==> src/sv/d8sd_pkg.sv <==
// Shared types, constants and functions of the D8 steepest-descent receiver.
package d8sd_pkg;

	localparam int HEIGHT_BITS = 16;
	localparam int IN_HEIGHT_W = 16;
	localparam int H_W = (HEIGHT_BITS < IN_HEIGHT_W) ? HEIGHT_BITS : IN_HEIGHT_W;
	localparam int INV_W = 16;
	localparam int PROD_W = H_W + INV_W;
	localparam int SLOPE_W = 32;
	localparam int DIR_W = 4;
	localparam int NB_COUNT = 8;
	localparam int CFG_IDX_W = 2;

	localparam logic [DIR_W-1:0] DIR_SELF = 4'd8;

	localparam logic [CFG_IDX_W-1:0] CFG_INV_X = 2'd0;
	localparam logic [CFG_IDX_W-1:0] CFG_INV_Y = 2'd1;
	localparam logic [CFG_IDX_W-1:0] CFG_INV_DIAG = 2'd2;

	localparam logic [INV_W-1:0] INV_X_RESET = 16'd65535;
	localparam logic [INV_W-1:0] INV_Y_RESET = 16'd65535;
	localparam logic [INV_W-1:0] INV_DIAG_RESET = 16'd46341;

	typedef enum logic [1:0] {
		DIST_DIAG,
		DIST_Y,
		DIST_X
	} dist_class_t;

	typedef struct packed {
		logic [INV_W-1:0] inv_x;
		logic [INV_W-1:0] inv_y;
		logic [INV_W-1:0] inv_diag;
	} inv_cfg_t;

	typedef struct packed {
		logic [SLOPE_W-1:0] slope;
		logic [DIR_W-1:0]   dir;
	} slope_entry_t;

	function automatic dist_class_t dist_class(input int k);
		dist_class_t c;
		case (k)
			1, 6: c = DIST_Y;
			3, 4: c = DIST_X;
			default: c = DIST_DIAG;
		endcase
		return c;
	endfunction

	function automatic slope_entry_t pick(input slope_entry_t a, input slope_entry_t b);
		slope_entry_t r;
		r = (b.slope > a.slope) ? b : a;
		return r;
	endfunction

endpackage

==> src/sv/d8sd_drop.sv <==
// Stage one: per-neighbor drop below the center cell and lower mask.
module d8sd_drop import d8sd_pkg::*; (
	input  logic                          clk,
	input  logic                          arst_n,
	input  logic                          in_valid,
	output logic                          in_ready,
	input  logic [H_W-1:0]                centre,
	input  logic [NB_COUNT-1:0][H_W-1:0]  heights,
	input  logic [NB_COUNT-1:0]           present,
	output logic                          out_valid,
	input  logic                          out_ready,
	output logic [NB_COUNT-1:0]           lower_s1,
	output logic [NB_COUNT-1:0][H_W-1:0]  drop_s1
);

	logic                         valid_s1;
	logic                         en;
	logic [NB_COUNT-1:0]          lower_d;
	logic [NB_COUNT-1:0][H_W-1:0] drop_d;

	assign en = !valid_s1 || out_ready;
	assign in_ready = en;
	assign out_valid = valid_s1;

	always_comb begin
		for (int k = 0; k < NB_COUNT; k++) begin
			lower_d[k] = present[k] && (heights[k] < centre);
			drop_d[k] = lower_d[k] ? H_W'(centre - heights[k]) : '0;
		end
	end

	always_ff @(posedge clk or negedge arst_n) begin
		if (!arst_n) begin
			valid_s1 <= 1'b0;
		end else if (en) begin
			valid_s1 <= in_valid;
		end
	end

	always_ff @(posedge clk) begin
		if (en && in_valid) begin
			lower_s1 <= lower_d;
			drop_s1 <= drop_d;
		end
	end

endmodule

==> config.mk <==
export PLATFORM = sky130hd
export DESIGN_NAME = d8sd_drop
export DESIGN_NICKNAME = d
export VERILOG_FILES = /design/src/sv/d8sd_pkg.sv /design/src/sv/d8sd_drop.sv
export SDC_FILE = /design/constraint.sdc
export NUM_CORES = 1
export LEC_CHECK = 0
export BUFFER_PORTS_ARGS = -buffer_cell sky130_fd_sc_hd__buf_2
export CORE_UTILIZATION = 30
export DETAILED_ROUTE_END_ITERATION = 12
export GPL_ROUTABILITY_DRIVEN = 0
export MAX_ROUTING_LAYER = met4
export PLACE_DENSITY_LB_ADDON = 0.25
export SYNTH_ARGS = -nofsm -noshare
export SYNTH_HDL_FRONTEND = slang
export SYNTH_SLANG_ARGS = --single-unit
export TNS_END_PERCENT = 50
==> constraint.sdc <==
create_clock -name clk -period 3.7 [get_ports clk]
set_input_delay 0.185 -clock clk [delete_from_list [all_inputs] [get_ports clk]]
set_output_delay 0.185 -clock clk [all_outputs]
set_load 0.02 [all_outputs]
Word-level counts from Yosys, hierarchy flattened
Index checks and enable logic that the tools add are counted.
Word-level totals
  bits in registers: 137
  input port bits: 156
  output and inout bits: 138
  word-level logic and storage cells: 37
Operators by class
  add/sub/neg operators: 8
  magnitude comparators: 8
  reductions and logical operators: 11
Operator list (count)
  16-bit < comparator: 8
  16-bit subtractor: 8
  1-bit logical AND: 9
  1-bit zero test: 1
  1-bit logical OR: 1

Logic depth before layout (Yosys ltp)
  depth in word-level cells: 3
  gate-level depth with buffers: 13
  depth with buffers taken out: 11

Worst setup path before layout
No wires, ideal clock.
  kind: register to register
  from: register valid_s1, in the netlist out_valid
  to: register drop_s1[0] in the netlist's numbering (enable)
  library setup time: 511 ps
  data arrival time: 3865 ps
  required time: 3189 ps
  slack: -676 ps
  stages on the path, launching flop included: 3
  path buffers: 0
  period minus slack after synthesis: 4376 ps
  cell sequence: dfrtp_1 -> nand2b_1 -> and2_1
Between the ends
  word-level cells in the longest chain between the ends: 3
RTL lines
  from (decl): line d8sd_drop.sv:16  | logic valid_s1;
  from (signal assigned): line d8sd_drop.sv:36  | valid_s1 <= in_valid;
  1-bit zero test: line d8sd_drop.sv:21  | assign en = !valid_s1 || out_ready;
  1-bit logical OR: line d8sd_drop.sv:21
  named net in_ready: line d8sd_drop.sv:6  | output logic in_ready,
  1-bit logical AND: line d8sd_drop.sv:41  | if (en && in_valid) begin
  to (signal assigned): line d8sd_drop.sv:43  | drop_s1 <= drop_d;
  to (decl): line d8sd_drop.sv:13  | output logic [NB_COUNT-1:0][H_W-1:0] drop_s1
The timed path passes the listed nets, and every way through them passes these cells.
A chain may end at the register's enable or synchronous reset.

Worst setup path in the final report
  from: input port centre[0]
  to: register drop_s1[6] in the netlist's numbering (data pin)
Between the ends
  word-level cells in the longest chain between the ends: 2
  elaborated cells on any way between the ends: 3
  those cells by class: add/sub: 1; order compare: 1; reduce/logical: 1
RTL lines
  from (decl): line d8sd_drop.sv:7  | input logic [H_W-1:0] centre,
  16-bit < comparator: line d8sd_drop.sv:27  | lower_d[k] = present[k] && (heights[k] < centre);
  1-bit logical AND: line d8sd_drop.sv:27
Parallel ways exist; a longest one is shown, timed or not.

==> flow_summary.toml <==
[outcome]
status = "finished, final reports clean"

[pwr]
power_density_nw_per_um2 = 392
p_switching_mw = 1.72
switching_share_pct = 32.3
max-vdd-ir-drop_mv = 0.308
combPwrFrac_pct = 29.6
seqPwrFrac_pct = 35.3
p_int_mw = 3.60
leakage_nw = 6.44
clkPwrFrac_pct = 35.1

[detailed_routing]
final_antenna_net_count = 0
viasPerCell = 4.97
wire_per_inst_um = 18.2
drtIter0Drc = 582
vias = 9669
route.detailed.drc = 0
wl_um = 35300
dr.pass1.iters = 5

[layout]
utilization_pct = 38.2
area_delta_synth_final_pct = 25.9
final_nets = 1755
mostFrequentLayoutCell = "buf_2"
layout-drive-gt1-share_pct = 24.3
design_area_um2 = 13600
final_cell_mix = "buf_2 (293), inv_1 (149), edfxtp_1 (136), nor2_1 (135), ha_1 (128)"

[synthesis]
synth-simple-area-share_pct = 14.5
ys_seq_elements = 137
avgSynthCellArea_um2 = 9.42
synth_top_area_share_pct = 37.9
synth_edf_count = 136
ys.flop_type = "edfxtp_1"
synthTopCellsByArea = "edfxtp_1 (38%), ha_1 (15%), inv_1 (5.2%), nor2_1 (4.7%), xnor2_1 (3.8%)"
synth_fa_ha_area_share_pct = 16.3
syn_inst = 1144
synthXorXnorAreaFrac_pct = 6.26
ys_seq_area_share_pct = 38.1
synthMuxAreaShare_pct = 0
synth_area_um2 = 10800
async_reset_ff_share_pct = 0.730
ys_types = 58
synth_nets = 1436
yosysWarnings = 0
synth_compound_area_share_pct = 19.0
synth_top_family_by_area = "compound AO/OA/AOI/OAI gates"
yosys.area.top_type = "edfxtp_1"

[timing]
finalWorstPathRequiredPeriod_ns = 2.88
worstMarginPinSlew_ns = 0.853
setup_violations = 0
finClkSkew_ns = 0.00889
hold_viol = 0
hold_ws_ns = 0.0626
fmax_mhz = 347
slew_headroom_pct = 43.1
slew_violations = 0
layout_setup_ws_ns = 0.817
fin_crit_sh_pct = 77.9
tns_ns = 0
rsz0062_at_grt = "no"

[floorplanning]
start_util_pct = 30.4
die_area_um2 = 36700
die_x_um = 192
ios = 294
core_um2 = 35500
fp.dieH_um = 192
placementRows = 69

[critical_path]
rrSetupSlack_ns = 1.67
cp-start-kind = "primary input"
rr_startpoint = "out_valid"
rr_worst_depth = 3
cp-end-kind = "flop"
crit_path_max_fanout = 17
r2r-end = "drop_s1[89]"
crit_required_ns = 3.86
criticalPathCategory = "in -> reg"
crit_arrival_ns = 3.04

[clock_network]
cts_setup_buffers = 0
insertion_delay_ns = 0.43
clkTransAtPathRegs_ns = 0.06
cts_resized = 0
cts_made_buffers = 17
root_buffer = "clkbuf_16"
clock_sinks = 137
clockBufferDepth = 2
htreeDepth = 4
cts_hold_buf = 2
cts_tree = "built"

[placement]
pre_cts_ws_ns = 0.370
placed_cell_area_um2 = 12900
dp_hpwl_um = 26700
numPortBuffers = 293

[flow_run]
drv_cap = 0

[grt]
grt_overflow_total = 0
grt_pass1_vias = 9115
antenna_found_initial = 7
grt_max_degree = 58
gr-usage-all-layers_pct = 19.6
grt_pass1_wl_um = 51600

[hold_path]
worstHoldPathType = "in -> async"
## sequential cells by signal, summed over array words and instances, names as in the netlist
signal,cells
lower_s1,8
out_valid,1
drop_s1,128
## cell usage after synthesis, types with 4 or more instances
cell and instances:
a211oi_1 21, a21boi_0 4, a21o_1 30, a21oi_1 75, a221oi_1 5, a31o_2 4, a31oi_1 17, a41o_1 4
and2_1 5, and3_1 11, buf_2 5, clkbuf_1 7, edfxtp_1 136, fa_1 8, ha_1 128, inv_1 149
nand2_1 41, nand2b_1 21, nand3_1 20, nand4_1 17, nor2_1 135, nor2b_1 30, nor3_1 21, o211ai_1 6
o21a_1 25, o21ai_0 63, o21bai_1 14, o31a_1 13, o31ai_1 5, or2_2 4, xnor2_1 47, xor2_1 30
## metrics by stage
step,instances,power (mW)
finish,1945,5.32
global route,1944,5.61
CTS,1937,5.37
detailed placement,1903,3.49
global placement,1903,3.48
floorplan,1144,2.99
## critical path, stage by stage
cell and delay (ns):
buf_2 0.10, inv_1 0.50, ha_1 0.30, fa_1 0.20
nor2b_1 0.08, o31a_1 0.26, o21ai_0 0.22, nand2b_1 0.14
a311o_1 0.44, nand4_1 0.12, a31o_2 0.39, nor2_1 0.11
## kinds of logic after synthesis
kind of cell	Yosys count
AO/OA/AOI/OAI	310
XOR/XNOR	77
adder cells (fa/ha/maj)	136
buffers and inverters	162
flip-flops	137
AND/OR/NAND/NOR	322
## final cells by class
type	instances	area, um2
Clock buffer	20	437
Inverter	149	559
Antenna cell	8	20.0
Tap cell	461	577
Fill cell	3660	21900
Clock inverter	12	174
Multi-Input combinational cell	845	6050
Sequential cell	137	4110
Timing Repair Buffer	313	1650
## power groups by stage
| stage | Clock, mW | Combinational (mW) | Sequential (mW) |
|---|---|---|---|
| 2_1_floorplan | 0 | 0.941 | 2.05 |
| 3_3_place_gp | 0 | 1.57 | 1.91 |
| 3_5_place_dp | 0 | 1.58 | 1.91 |
| 4_1_cts | 1.90 | 1.59 | 1.88 |
| 5_1_grt | 1.97 | 1.75 | 1.89 |
| 6_report | 1.87 | 1.58 | 1.88 |
## metal layers
metal  share of wire (%)  vias up  global-route usage, %  routed length, um
met2                  45      331                   30.1              15900
met1                  45     4502                   24.9              16000
met3                 7.0       47                   4.72               2460
li1                    -     4789                      -                  -
met4                 2.9        0                   7.51               1020
met5                   0        -                      -                  0
## how the worst max path moves through the flow
stage / from / end / slack (ns) / cells after the start
5_1_grt: centre[0] / drop_s1[19] / 0.61 / 13
2_1_floorplan: out_valid / drop_s1[0] / 0.83 / 2
3_3_place_gp: centre[0] / drop_s1[20] / 0.43 / 13
4_1_cts: centre[0] / drop_s1[6] / 0.83 / 12
3_5_place_dp: centre[0] / drop_s1[6] / 0.37 / 12
6_report: centre[0] / drop_s1[6] / 0.82 / 12
(Power assumes the default switching activity.)
