File: config.mk
export PLATFORM = sky130hd
export DESIGN_NAME = d8sd_max
export DESIGN_NICKNAME = d
export VERILOG_FILES = /design/src/sv/d8sd_pkg.sv /design/src/sv/d8sd_max.sv
export SDC_FILE = /design/constraint.sdc
export NUM_CORES = 1
export LEC_CHECK = 0
export BUFFER_PORTS_ARGS = -buffer_cell sky130_fd_sc_hd__buf_2
export CAP_MARGIN = 25
export CORE_ASPECT_RATIO = 1.1
export CORE_MARGIN = 2
export CORE_UTILIZATION = 36
export CTS_BUF_LIST = sky130_fd_sc_hd__clkbuf_16
export DETAILED_ROUTE_END_ITERATION = 10
export GPL_TIMING_DRIVEN = 0
export HOLD_SLACK_MARGIN = 0.15
export PLACE_DENSITY = 0.59
export SLEW_MARGIN = 10
export SYNTH_ARGS = -nofsm -noshare
export SYNTH_HDL_FRONTEND = slang
export SYNTH_SLANG_ARGS = --single-unit
File: constraint.sdc
create_clock -name clk -period 5.4 [get_ports clk]
set_input_delay 0.27 -clock clk [delete_from_list [all_inputs] [get_ports clk]]
set_output_delay 0.27 -clock clk [all_outputs]
set_load 0.01 [all_outputs]
File: src/sv/d8sd_pkg.sv
// Shared types, constants and functions of the D8 steepest-descent receiver.
package d8sd_pkg;

	localparam int HEIGHT_BITS = 16;
	localparam int IN_HEIGHT_W = 16;
	localparam int H_W = (HEIGHT_BITS < IN_HEIGHT_W) ? HEIGHT_BITS : IN_HEIGHT_W;
	localparam int INV_W = 16;
	localparam int PROD_W = H_W + INV_W;
	localparam int SLOPE_W = 32;
	localparam int DIR_W = 4;
	localparam int NB_COUNT = 8;
	localparam int CFG_IDX_W = 2;

	localparam logic [DIR_W-1:0] DIR_SELF = 4'd8;

	localparam logic [CFG_IDX_W-1:0] CFG_INV_X = 2'd0;
	localparam logic [CFG_IDX_W-1:0] CFG_INV_Y = 2'd1;
	localparam logic [CFG_IDX_W-1:0] CFG_INV_DIAG = 2'd2;

	localparam logic [INV_W-1:0] INV_X_RESET = 16'd65535;
	localparam logic [INV_W-1:0] INV_Y_RESET = 16'd65535;
	localparam logic [INV_W-1:0] INV_DIAG_RESET = 16'd46341;

	typedef enum logic [1:0] {
		DIST_DIAG,
		DIST_Y,
		DIST_X
	} dist_class_t;

	typedef struct packed {
		logic [INV_W-1:0] inv_x;
		logic [INV_W-1:0] inv_y;
		logic [INV_W-1:0] inv_diag;
	} inv_cfg_t;

	typedef struct packed {
		logic [SLOPE_W-1:0] slope;
		logic [DIR_W-1:0]   dir;
	} slope_entry_t;

	function automatic dist_class_t dist_class(input int k);
		dist_class_t c;
		case (k)
			1, 6: c = DIST_Y;
			3, 4: c = DIST_X;
			default: c = DIST_DIAG;
		endcase
		return c;
	endfunction

	function automatic slope_entry_t pick(input slope_entry_t a, input slope_entry_t b);
		slope_entry_t r;
		r = (b.slope > a.slope) ? b : a;
		return r;
	endfunction

endpackage

File: src/sv/d8sd_max.sv
// Stages three to five: registered maximum tree, earliest neighbor wins ties.
module d8sd_max import d8sd_pkg::*; (
	input  logic                          clk,
	input  logic                          arst_n,
	input  logic                          in_valid,
	output logic                          in_ready,
	input  slope_entry_t [NB_COUNT-1:0]   entry,
	output logic                          out_valid,
	input  logic                          out_ready,
	output slope_entry_t                  best_s5
);

	logic                 valid_s3, valid_s4, valid_s5;
	logic                 en3, en4, en5;
	slope_entry_t [3:0]   pair_s3;
	slope_entry_t [1:0]   pair_s4;

	assign en5 = !valid_s5 || out_ready;
	assign en4 = !valid_s4 || en5;
	assign en3 = !valid_s3 || en4;
	assign in_ready = en3;
	assign out_valid = valid_s5;

	always_ff @(posedge clk or negedge arst_n) begin
		if (!arst_n) begin
			valid_s3 <= 1'b0;
			valid_s4 <= 1'b0;
			valid_s5 <= 1'b0;
		end else begin
			if (en3) begin
				valid_s3 <= in_valid;
			end
			if (en4) begin
				valid_s4 <= valid_s3;
			end
			if (en5) begin
				valid_s5 <= valid_s4;
			end
		end
	end

	always_ff @(posedge clk) begin
		if (en3 && in_valid) begin
			for (int i = 0; i < 4; i++) begin
				pair_s3[i] <= pick(entry[2*i], entry[2*i+1]);
			end
		end
		if (en4 && valid_s3) begin
			for (int i = 0; i < 2; i++) begin
				pair_s4[i] <= pick(pair_s3[2*i], pair_s3[2*i+1]);
			end
		end
		if (en5 && valid_s4) begin
			best_s5 <= pick(pair_s4[0], pair_s4[1]);
		end
	end

endmodule

Word-level counts from Yosys, hierarchy flattened. Index checks and enable logic that the tools add are counted. Widths: inputs -> output; s select.

Logic and storage cells: 40. Output and inout port bits: 38. Register bits: 255.

Magnitude comparators: 7. Reduce and logical (&&, ||, !) cells: 9. Multiplexer cells: 7.

Operators with widths (count): $mux 36 (7); $gt 32x32->1 (7); $logic_and 1x1->1 (3); $logic_not 1->1 (3); $logic_or 1x1->1 (3).

Longest topological paths before layout. Gate-level depths: netlist (run 1).

Depth in word-level cells: 5. Mapped depth: 9. Mapped depth without buffers: 8.

Worst setup path after synthesis (run 1). Ideal clock, no wire load.

Kind: register to register. Start: reg valid_s5, in the netlist out_valid. End: reg pair_s3[0] in the netlist's numbering, enable pin. Period minus slack after synthesis: 4.577 ns. Path buffers: 0. Arrival: 4.056 ns. Library setup time: 0.521 ns. Cell stages (with the launch flop): 4. Path slack: 0.823 ns. Path through: dfrtp_1 -> nor2b_1 -> nand3_1 -> and2_1.

Longest elaborated chain between the ends: 5.

Ends and longest elaborated chain: start: declaration (line d8sd_max.sv:13) `logic valid_s3, valid_s4, valid_s5;`; start signal: assignment (line d8sd_max.sv:37) `valid_s5 <= valid_s4;`; $logic_not 1->1 (line d8sd_max.sv:18) `assign en5 = !valid_s5 || out_ready;`; $logic_or 1x1->1 (line d8sd_max.sv:18); $logic_or 1x1->1 (line d8sd_max.sv:19) `assign en4 = !valid_s4 || en5;`; $logic_or 1x1->1 (line d8sd_max.sv:20) `assign en3 = !valid_s3 || en4;`; net in_ready (line d8sd_max.sv:6) `output logic in_ready,`; $logic_and 1x1->1 (line d8sd_max.sv:43) `if (en3 && in_valid) begin`; end signal: indexed assignment (line d8sd_max.sv:45) `pair_s3[i] <= pick(entry[2*i], entry[2*i+1]);`; end: declaration (line d8sd_max.sv:15) `slope_entry_t [3:0] pair_s3;`.

The timed path passes the listed nets, and every way through them passes these cells. A chain may end at the register's enable or synchronous reset.

Worst setup path in the final report (run 1).
Start: in entry[211] in the netlist's numbering. End: reg pair_s3[87] in the netlist's numbering, data pin.

Longest elaborated chain between the ends: 2.

Ends and longest elaborated chain: start: declaration (line d8sd_max.sv:7) `input slope_entry_t [NB_COUNT-1:0] entry,`; $gt 32x32->1 (line d8sd_pkg.sv:53) `r = (b.slope > a.slope) ? b : a;`; $mux 36 (line d8sd_pkg.sv:53).

Every way passes these cells.

==> results of run 1 <==
-- cell type report --
type | instances | area [um2] | share of cell area (%)
Sequential cell | 255 | 7642 | 33.06
Inverter | 224 | 840.8 | 3.637
Clock inverter | 25 | 279.0 | 1.207
Timing Repair Buffer | 626 | 4690 | 20.29
Buffer | 21 | 236.5 | 1.023
Multi-Input combinational cell | 829 | 7958 | 34.42
Tap cell | 588 | 735.7 | 3.183
Antenna cell | 4 | 10.01 | 0.04330
Clock buffer | 29 | 725.7 | 3.139
-- path summary, 6_finish.rpt --
check,slack [ns],depth (start not counted),to
max reg2reg,2.18,7,pair_s4[19]$_DFFE_PP_
max in group asynchronous,4.66,3,valid_s3$_DFFE_PN0N_
min in group asynchronous,0.59,3,out_valid$_DFFE_PN0P_
min,0.50,1,valid_s4$_DFFE_PN0P_
min reg2reg,0.50,1,valid_s4$_DFFE_PN0P_
max,1.53,10,pair_s3[87]$_DFFE_PP_
-- what timing repair did --
action | in CTS | in global routing
hold endpoints to repair | 150 | 0
hold buffers | 293 | 0
gates resized for setup | 0 | 0
-- power by group through the flow --
stage	Combinational (mW)	Clock, mW	Sequential [mW]
finish	1.91	2.05	2.66
global placement	1.60	0	2.72
global route	2.10	2.19	2.69
floorplan	1.05	0	2.68
CTS	1.93	2.10	2.67
detailed placement	1.66	0	2.71
-- flip-flops by register name, indices dropped and copies added, names as in the netlist --
| register | flops |
|---|---|
| valid_s3 | 1 |
| best_s5 | 36 |
| valid_s4 | 1 |
| out_valid | 1 |
| pair_s3 | 144 |
| pair_s4 | 72 |
-- worst reg2reg max path, delay by kind of cell, from the launching register on --
| kind | cells | cell delay (ns) |
|---|---|---|
| DFF | 1 | 0.43 |
| buffers and inverters | 1 | 0.24 |
| adders and majority gates | 1 | 0.35 |
| AOI/OAI and AO/OA | 1 | 0.53 |
| muxes | 1 | 0.39 |
| and+or+nand+nor | 3 | 1.00 |
-- placed cells by master, fill, tap and decap left out, types with 8 or more instances in the layout --
| master | count |
|---|---|
| nor2b_1 | 8 |
| inv_1 | 230 |
| nand4_1 | 49 |
| a21oi_1 | 105 |
| nand2_1 | 36 |
| mux2_1 | 33 |
| edfxtp_1 | 252 |
| o21ai_0 | 28 |
| dlygate4sd3_1 | 293 |
| clkbuf_16 | 29 |
| nor3_1 | 14 |
| buf_6 | 21 |
| a21boi_0 | 14 |
| nand3_1 | 22 |
| buf_2 | 329 |
| a21o_1 | 14 |
| mux2_4 | 40 |
| ha_1 | 224 |
| mux2_2 | 179 |
-- metrics by stage --
step,area [um2],cells
floorplan,16670,1329
global placement,19050,2246
detailed placement,19170,2250
CTS,23110,2597
global route,23110,2599
finish,23120,2601
-- synthesized netlist by cell type, types with 8 or more instances --
| cell type | instances | area share (%) |
|---|---|---|
| mux2_4 | 40 | 3.6 |
| mux2_1 | 33 | 2.2 |
| ha_1 | 224 | 17 |
| nor3_1 | 14 | 0.42 |
| nand3_1 | 22 | 0.66 |
| nand2_1 | 36 | 0.81 |
| nand4_1 | 49 | 1.8 |
| a21oi_1 | 105 | 3.2 |
| o21ai_0 | 28 | 0.84 |
| mux2_2 | 179 | 12 |
| a21boi_0 | 14 | 0.63 |
| a21o_1 | 14 | 0.63 |
| inv_1 | 224 | 5.0 |
| edfxtp_1 | 252 | 45 |
| buf_6 | 21 | 1.4 |
| nor2b_1 | 8 | 0.30 |
-- layer usage --
layer	part of all wire (%)	up-vias
li1	-	6273
met1	42	5994
met2	50	327
met3	4.2	92
met4	3.6	6
met5	0.089	-
-- cell families after synthesis --
logic type | synth area share [%]
adders and majority gates | 16.81
and+or+nand+nor | 5.396
buffers and inverters | 6.462
DFF | 45.84
muxes | 17.92
AOI/OAI and AO/OA | 7.565
==> results.toml, run 1 <==
[power]
ir_worst_vdd_mv = 0.2429
p_sw_mw = 1.810
fin_total_pwr_mw = 6.625
p_int_mw = 4.816
pwr-share-comb_pct = 28.9
power_frac_clock_pct = 30.9
p_sw_share_pct = 27.32
powerDensity_nw_per_um2 = 286.6
p_leak_nw = 10.57
seq_power_share_pct = 40.2

[critical_path]
startpoint = "entry[211]"
cp.arrival_ns = 4.16
rr_startpoint = "pair_s3[71]$_DFFE_PP_"
path_max_fanout = 10
critPathSlowestCell = "nor4_1"
cpMostUsedCell = "dlygate4sd3_1"
timing_worst_setup_path_type = "in2reg"
end_kind = "flip-flop"
crit_family = "buffers and inverters"
path_buf_inv = 4
startpoint_type = "input port"
worst-endpoint-required_ns = 5.69
path_cells = "dlygate4sd3_1 -> buf_2 -> ha_1 -> nand4_1 -> nor4_1 -> nand3_1 -> a22oi_4 -> buf_6 -> mux2_1 -> dlygate4sd3_1"
worst_path_largest_cell_delay_ns = 0.71

[die]
start_util_pct = 36.51
die_y_um = 229.7
die_w_um = 209.2
rows = 82
ios = 330
design.die.area_um2 = 48050
core-area_um2 = 45660

[final_layout]
fillers = 4019
finish.utilization_pct = 50.63
final_net_count = 2502
area_delta_synth_final_pct = 38.67
drive_gt1_share_pct = 31.91

[detailed_routing]
vias_per_cell = 4.880
wl_per_cell_um = 17.72
ant_nets = 0
vias = 12690
drtIter0Drc = 542
wirelength_um = 46100
drc = 0
dr.pass1.iters = 5

[grt]
grt_usage_pct = 19.23
grt_use_met1_pct = 23.28
grt_pass1_wl_um = 71520
grt_overflow_total = 0
grt_antenna_before_repair = 9
use_met3_pct = 2.622
grt_pass1_vias = 13700
grt_max_degree = 60
met2_usage_pct = 34.59
grt_busiest_layer = "met2"

[synthesis]
syn_nets = 1845
synth_ff_type = "edfxtp_1"
synth_cells = 1329
synth_enable_flop_cells = 252
synth_area_um2 = 16670
synth_cell_types = 27
avgSynthCellArea_um2 = 12.54
synth_warnings = 0
yosysSeqAreaShare_pct = 45.84
ys_ff_latch = 255
async_reset_ff_share_pct = 1.176

[place]
place_congestion = 0.8312
port_buffers = 329
hpwlAfterDp_um = 36120
dp_slack_ns = 1.936

[clocking]
clkSlewWorstSetupHoldPaths_ns = 0.06
cts_tree = "yes"
cts_buffers = 29
insertion_delay_ns = 0.56
root_buffer = "clkbuf_16"
cts.sinks = 255
cts_setup_buffers = 0
cts_max_path_buffers = 3
htreeDepth = 1

[sta]
report.final.slew_viol_count = 0
fmax_mhz = 258.4
setup_viol_count_final = 0
finClkSkew_ns = 0.01882
finalCritPeriodShare_pct = 71.67
worst_slack_ns = 1.530
period_minus_slack_ns = 3.870
whs_ns = 0.5035
hold_viol = 0
finalSetupTns_ns = 0
grt_setup_unrepaired = "false"
maxSlewHeadroom_pct = 48.16
worst_slew_pin_slew_ns = 0.7705

[worst_hold_path]
worstHoldPathType = "reg2reg"
min-delay-start = "valid_s3$_DFFE_PN0N_"

[flow_run]
maxCapViolCount = 0

[outcome]
status = "finished, final reports clean"
Note: power is estimated with default switching activity, not from simulation.
==> inputs of run 2 (changes only) <==
--- a/config.mk
+++ b/config.mk
@@ -5,6 +5,7 @@
 export SDC_FILE = /design/constraint.sdc
 export NUM_CORES = 1
 export LEC_CHECK = 0
+export ABC_AREA = 1
 export BUFFER_PORTS_ARGS = -buffer_cell sky130_fd_sc_hd__buf_2
 export CAP_MARGIN = 25
 export CORE_ASPECT_RATIO = 1.1
@@ -14,7 +15,7 @@
 export DETAILED_ROUTE_END_ITERATION = 10
 export GPL_TIMING_DRIVEN = 0
 export HOLD_SLACK_MARGIN = 0.15
-export PLACE_DENSITY = 0.59
+export PLACE_DENSITY = 0.61
 export SLEW_MARGIN = 10
 export SYNTH_ARGS = -nofsm -noshare
 export SYNTH_HDL_FRONTEND = slang
==> constraint.sdc (replaced) <==
create_clock -name clk -period 3.55 [get_ports clk]
set_input_delay 0.1775 -clock clk [delete_from_list [all_inputs] [get_ports clk]]
set_output_delay 0.1775 -clock clk [all_outputs]
set_load 0.01 [all_outputs]
==> run 2 against run 1 <==
  * Synthesized area increased by 6.1%
  * Design area up 4.8%
  * Synthesized cell count grew 57%
  * Flip-flop and latch count did not move
  * Via count is 29% higher
  * Utilization fell by 0.92 points
  * Sequential power up 74%
==> results.toml, run 2 <==
[die]
design.die.area_um2 = 50940
ios = 330
rows = 85
die_y_um = 236.5
die_w_um = 215.4
core-area_um2 = 48710
start_util_pct = 36.32

[detailed_routing]
ant_nets = 0
wirelength_um = 52950
wl_per_cell_um = 15.47
met3_length_um = 2354
dr.pass1.iters = 5
vias_per_cell = 4.790
vias = 16390
drtIter0Drc = 927
m1WireLength_um = 22650
drc = 0
dr.max_layer_used = "met5"
met2_length_um = 26010

[critical_path]
path_cells = "dlygate4sd3_1 -> buf_2 -> inv_1 -> ha_1 -> nand2_1 -> nor2_1 -> nand2_1 -> nor2_1 -> nand2_2 -> clkbuf_1 -> nand3_1 -> nand2_1 -> dlygate4sd3_1"
worst_path_largest_cell_delay_ns = 0.56
end_kind = "flip-flop"
crit_family = "buffers and inverters"
startpoint_type = "input port"
worst-endpoint-required_ns = 3.84
cpMostUsedCell = "nand2_1"
path_buf_inv = 5
rr_worst_depth = 11
timing_worst_setup_path_type = "in2reg"
cp.depth = 13
path_max_fanout = 10
critPathSlowestCell = "dlygate4sd3_1"
cp.arrival_ns = 3.25

[clocking]
insertion_delay_ns = 0.54
htreeDepth = 1
cts.sinks = 255
cts_tree = "yes"
clkSlewWorstSetupHoldPaths_ns = 0.06
cts_buffers = 28
cts_setup_buffers = 0
root_buffer = "clkbuf_16"
cts_max_path_buffers = 3

[place]
port_buffers = 329
dp_slack_ns = 1.159
hpwlAfterDp_um = 42220
place_congestion = 0.9012

[power]
seq_power_share_pct = 39.2
powerDensity_nw_per_um2 = 487.7
pwr-share-comb_pct = 34.9
p_sw_mw = 3.923
p_leak_nw = 12.43
p_int_mw = 7.887
p_sw_share_pct = 33.22
power_frac_clock_pct = 25.8
ir_worst_vdd_mv = 0.3846

[synthesis]
synth_area_leader_cell = "edfxtp_1"
yosysMostFrequentCell = "nand2_1"
synth_area_um2 = 17690
ys_top_cells_by_count = "nand2_1, inv_1, nand3_1"
synth_area_leaders = "edfxtp_1, ha_1, nand2_1, nand3_1, inv_1"
synth_cell_types = 28
synth_top_area_share_pct = 42.77
yosysSeqAreaShare_pct = 43.20
async_reset_ff_share_pct = 1.176
ys_ff_latch = 255
synth_enable_flop_cells = 252
synth_warnings = 0
synth_cells = 2088
syn_nets = 2604
synth_ff_type = "edfxtp_1"
avgSynthCellArea_um2 = 8.473

[grt]
grt_antenna_before_repair = 4
grt_pass1_vias = 16670
grt_pass1_wl_um = 84120
grt_max_degree = 50
grt_overflow_total = 0
grt_usage_pct = 20.52

[final_layout]
biggestRegsByFlops = "pair_s3 (144), pair_s4 (72), best_s5 (36)"
layout_commonest_cell = "nand2_1"
drive_gt1_share_pct = 19.12
largest_register = "pair_s3"
fillers = 4649
final_net_count = 3262
mostFrequentLayoutCells = "nand2_1, buf_2, dlygate4sd3_1"
largest_reg_flops = 144
area_delta_synth_final_pct = 36.88

[worst_hold_path]
hold_depth = 4
worstHoldPathType = "in2reg"

[sta]
grt_setup_unrepaired = "false"
worst_slew_pin_slew_ns = 0.5033
finClkSkew_ns = 0.01179
hold_viol = 0
finalSetupTns_ns = 0
worst_slack_ns = 0.5842
finalCritPeriodShare_pct = 83.54
fmax_mhz = 337.2
report.final.slew_viol_count = 0
setup_viol_count_final = 0
maxSlewHeadroom_pct = 66.45
period_minus_slack_ns = 2.966

[flow_run]
maxCapViolCount = 0

[outcome]
status = "finished, final reports clean"
## run 2: cell types whose count changed after synthesis, moves of 15 or more
cell / delta
a21oi_1: -15
buf_2: +27
clkbuf_1: +15
inv_1: +55
mux2_1: -33
mux2_2: -179
mux2_4: -40
nand2_1: +659
nand2_2: +67
nand3_1: +246
nand4_1: -37
nor2_1: +69
o21ai_0: -18
## run 2: tightest hold or removal path: cells and delay by family
kind	cells	cell delay (ns)
buffers and inverters	2	0.61
and+or+nand+nor	2	0.12
## run 2: power groups by stage
stage | clock network, mW | registers (mW) | logic [mW]
after floorplan | 0 | 4.61 | 2.35
after global placement | 0 | 4.73 | 3.52
after CTS | 3.12 | 4.63 | 4.15
final | 3.05 | 4.63 | 4.13
after global routing | 3.24 | 4.69 | 4.66
after detailed placement | 0 | 4.69 | 3.70
## run 2: stage by stage
stage | area (um2) | util, % | instances | hold WS [ns] | power (mW)
after global routing | 24220 | 49.72 | 3422 | 0.4812 | 12.60
after CTS | 24210 | 49.70 | 3419 | 0.4609 | 11.90
after detailed placement | 20300 | 41.67 | 3075 | -0.02303 | 8.387
final | 24220 | 49.72 | 3422 | 0.4793 | 11.81
after floorplan | 17700 | - | 2088 | -0.1181 | 6.962
after global placement | 20160 | 41.38 | 3069 | -0.02717 | 8.250
## run 2: worst paths after layout
| check | start | to | slack (ns) |
|---|---|---|---|
| min in group asynchronous | arst_n | out_valid$_DFFE_PN0P_ | 0.51 |
| max reg2reg | pair_s3[71]$_DFFE_PP_ | pair_s4[28]$_DFFE_PP_ | 1.15 |
| min reg2reg | valid_s4$_DFFE_PN0P_ | out_valid$_DFFE_PN0P_ | 0.50 |
| min | entry[183] | pair_s3[75]$_DFFE_PP_ | 0.48 |
| max | entry[35] | pair_s3[28]$_DFFE_PP_ | 0.58 |
| max in group asynchronous | arst_n | valid_s3$_DFFE_PN0N_ | 2.90 |
## run 2: timing repair
action / CTS / global route
resized for setup: 0 / 0
hold endpoints to repair: 158 / 0
hold buffers: 293 / 0
## run 2: layout make-up
type	count	area [um2]	area share (%)
multi-input combinational	1487	8541	35.27
tap	652	815.8	3.369
antenna	3	7.507	0.03100
buffer	63	457.9	1.891
clock inverter	22	251.5	1.038
timing repair buffer	628	4707	19.44
sequential	255	7642	31.56
inverter	283	1069	4.412
clock buffer	29	725.7	2.997
## run 2: cells by family (layout without fill, tap and decap cells)
logic type / after synthesis / count (layout) / share of synthesized area (%)
AND/OR/NAND/NOR: 1141 / 1141 / 28.65
adder cells (fa/ha/maj): 224 / 224 / 15.84
buffers and inverters: 346 / 1025 / 8.593
AO/OA/AOI/OAI: 122 / 122 / 3.720
flip-flops: 255 / 255 / 43.20
other: 0 / 3 / 0
## run 2: metal layers
metal / up-vias / track usage (%)
met5: - / 0
met2: 417 / 36.41
met3: 121 / 2.325
met1: 7634 / 25.81
li1: 8217 / -
met4: 2 / 7.168
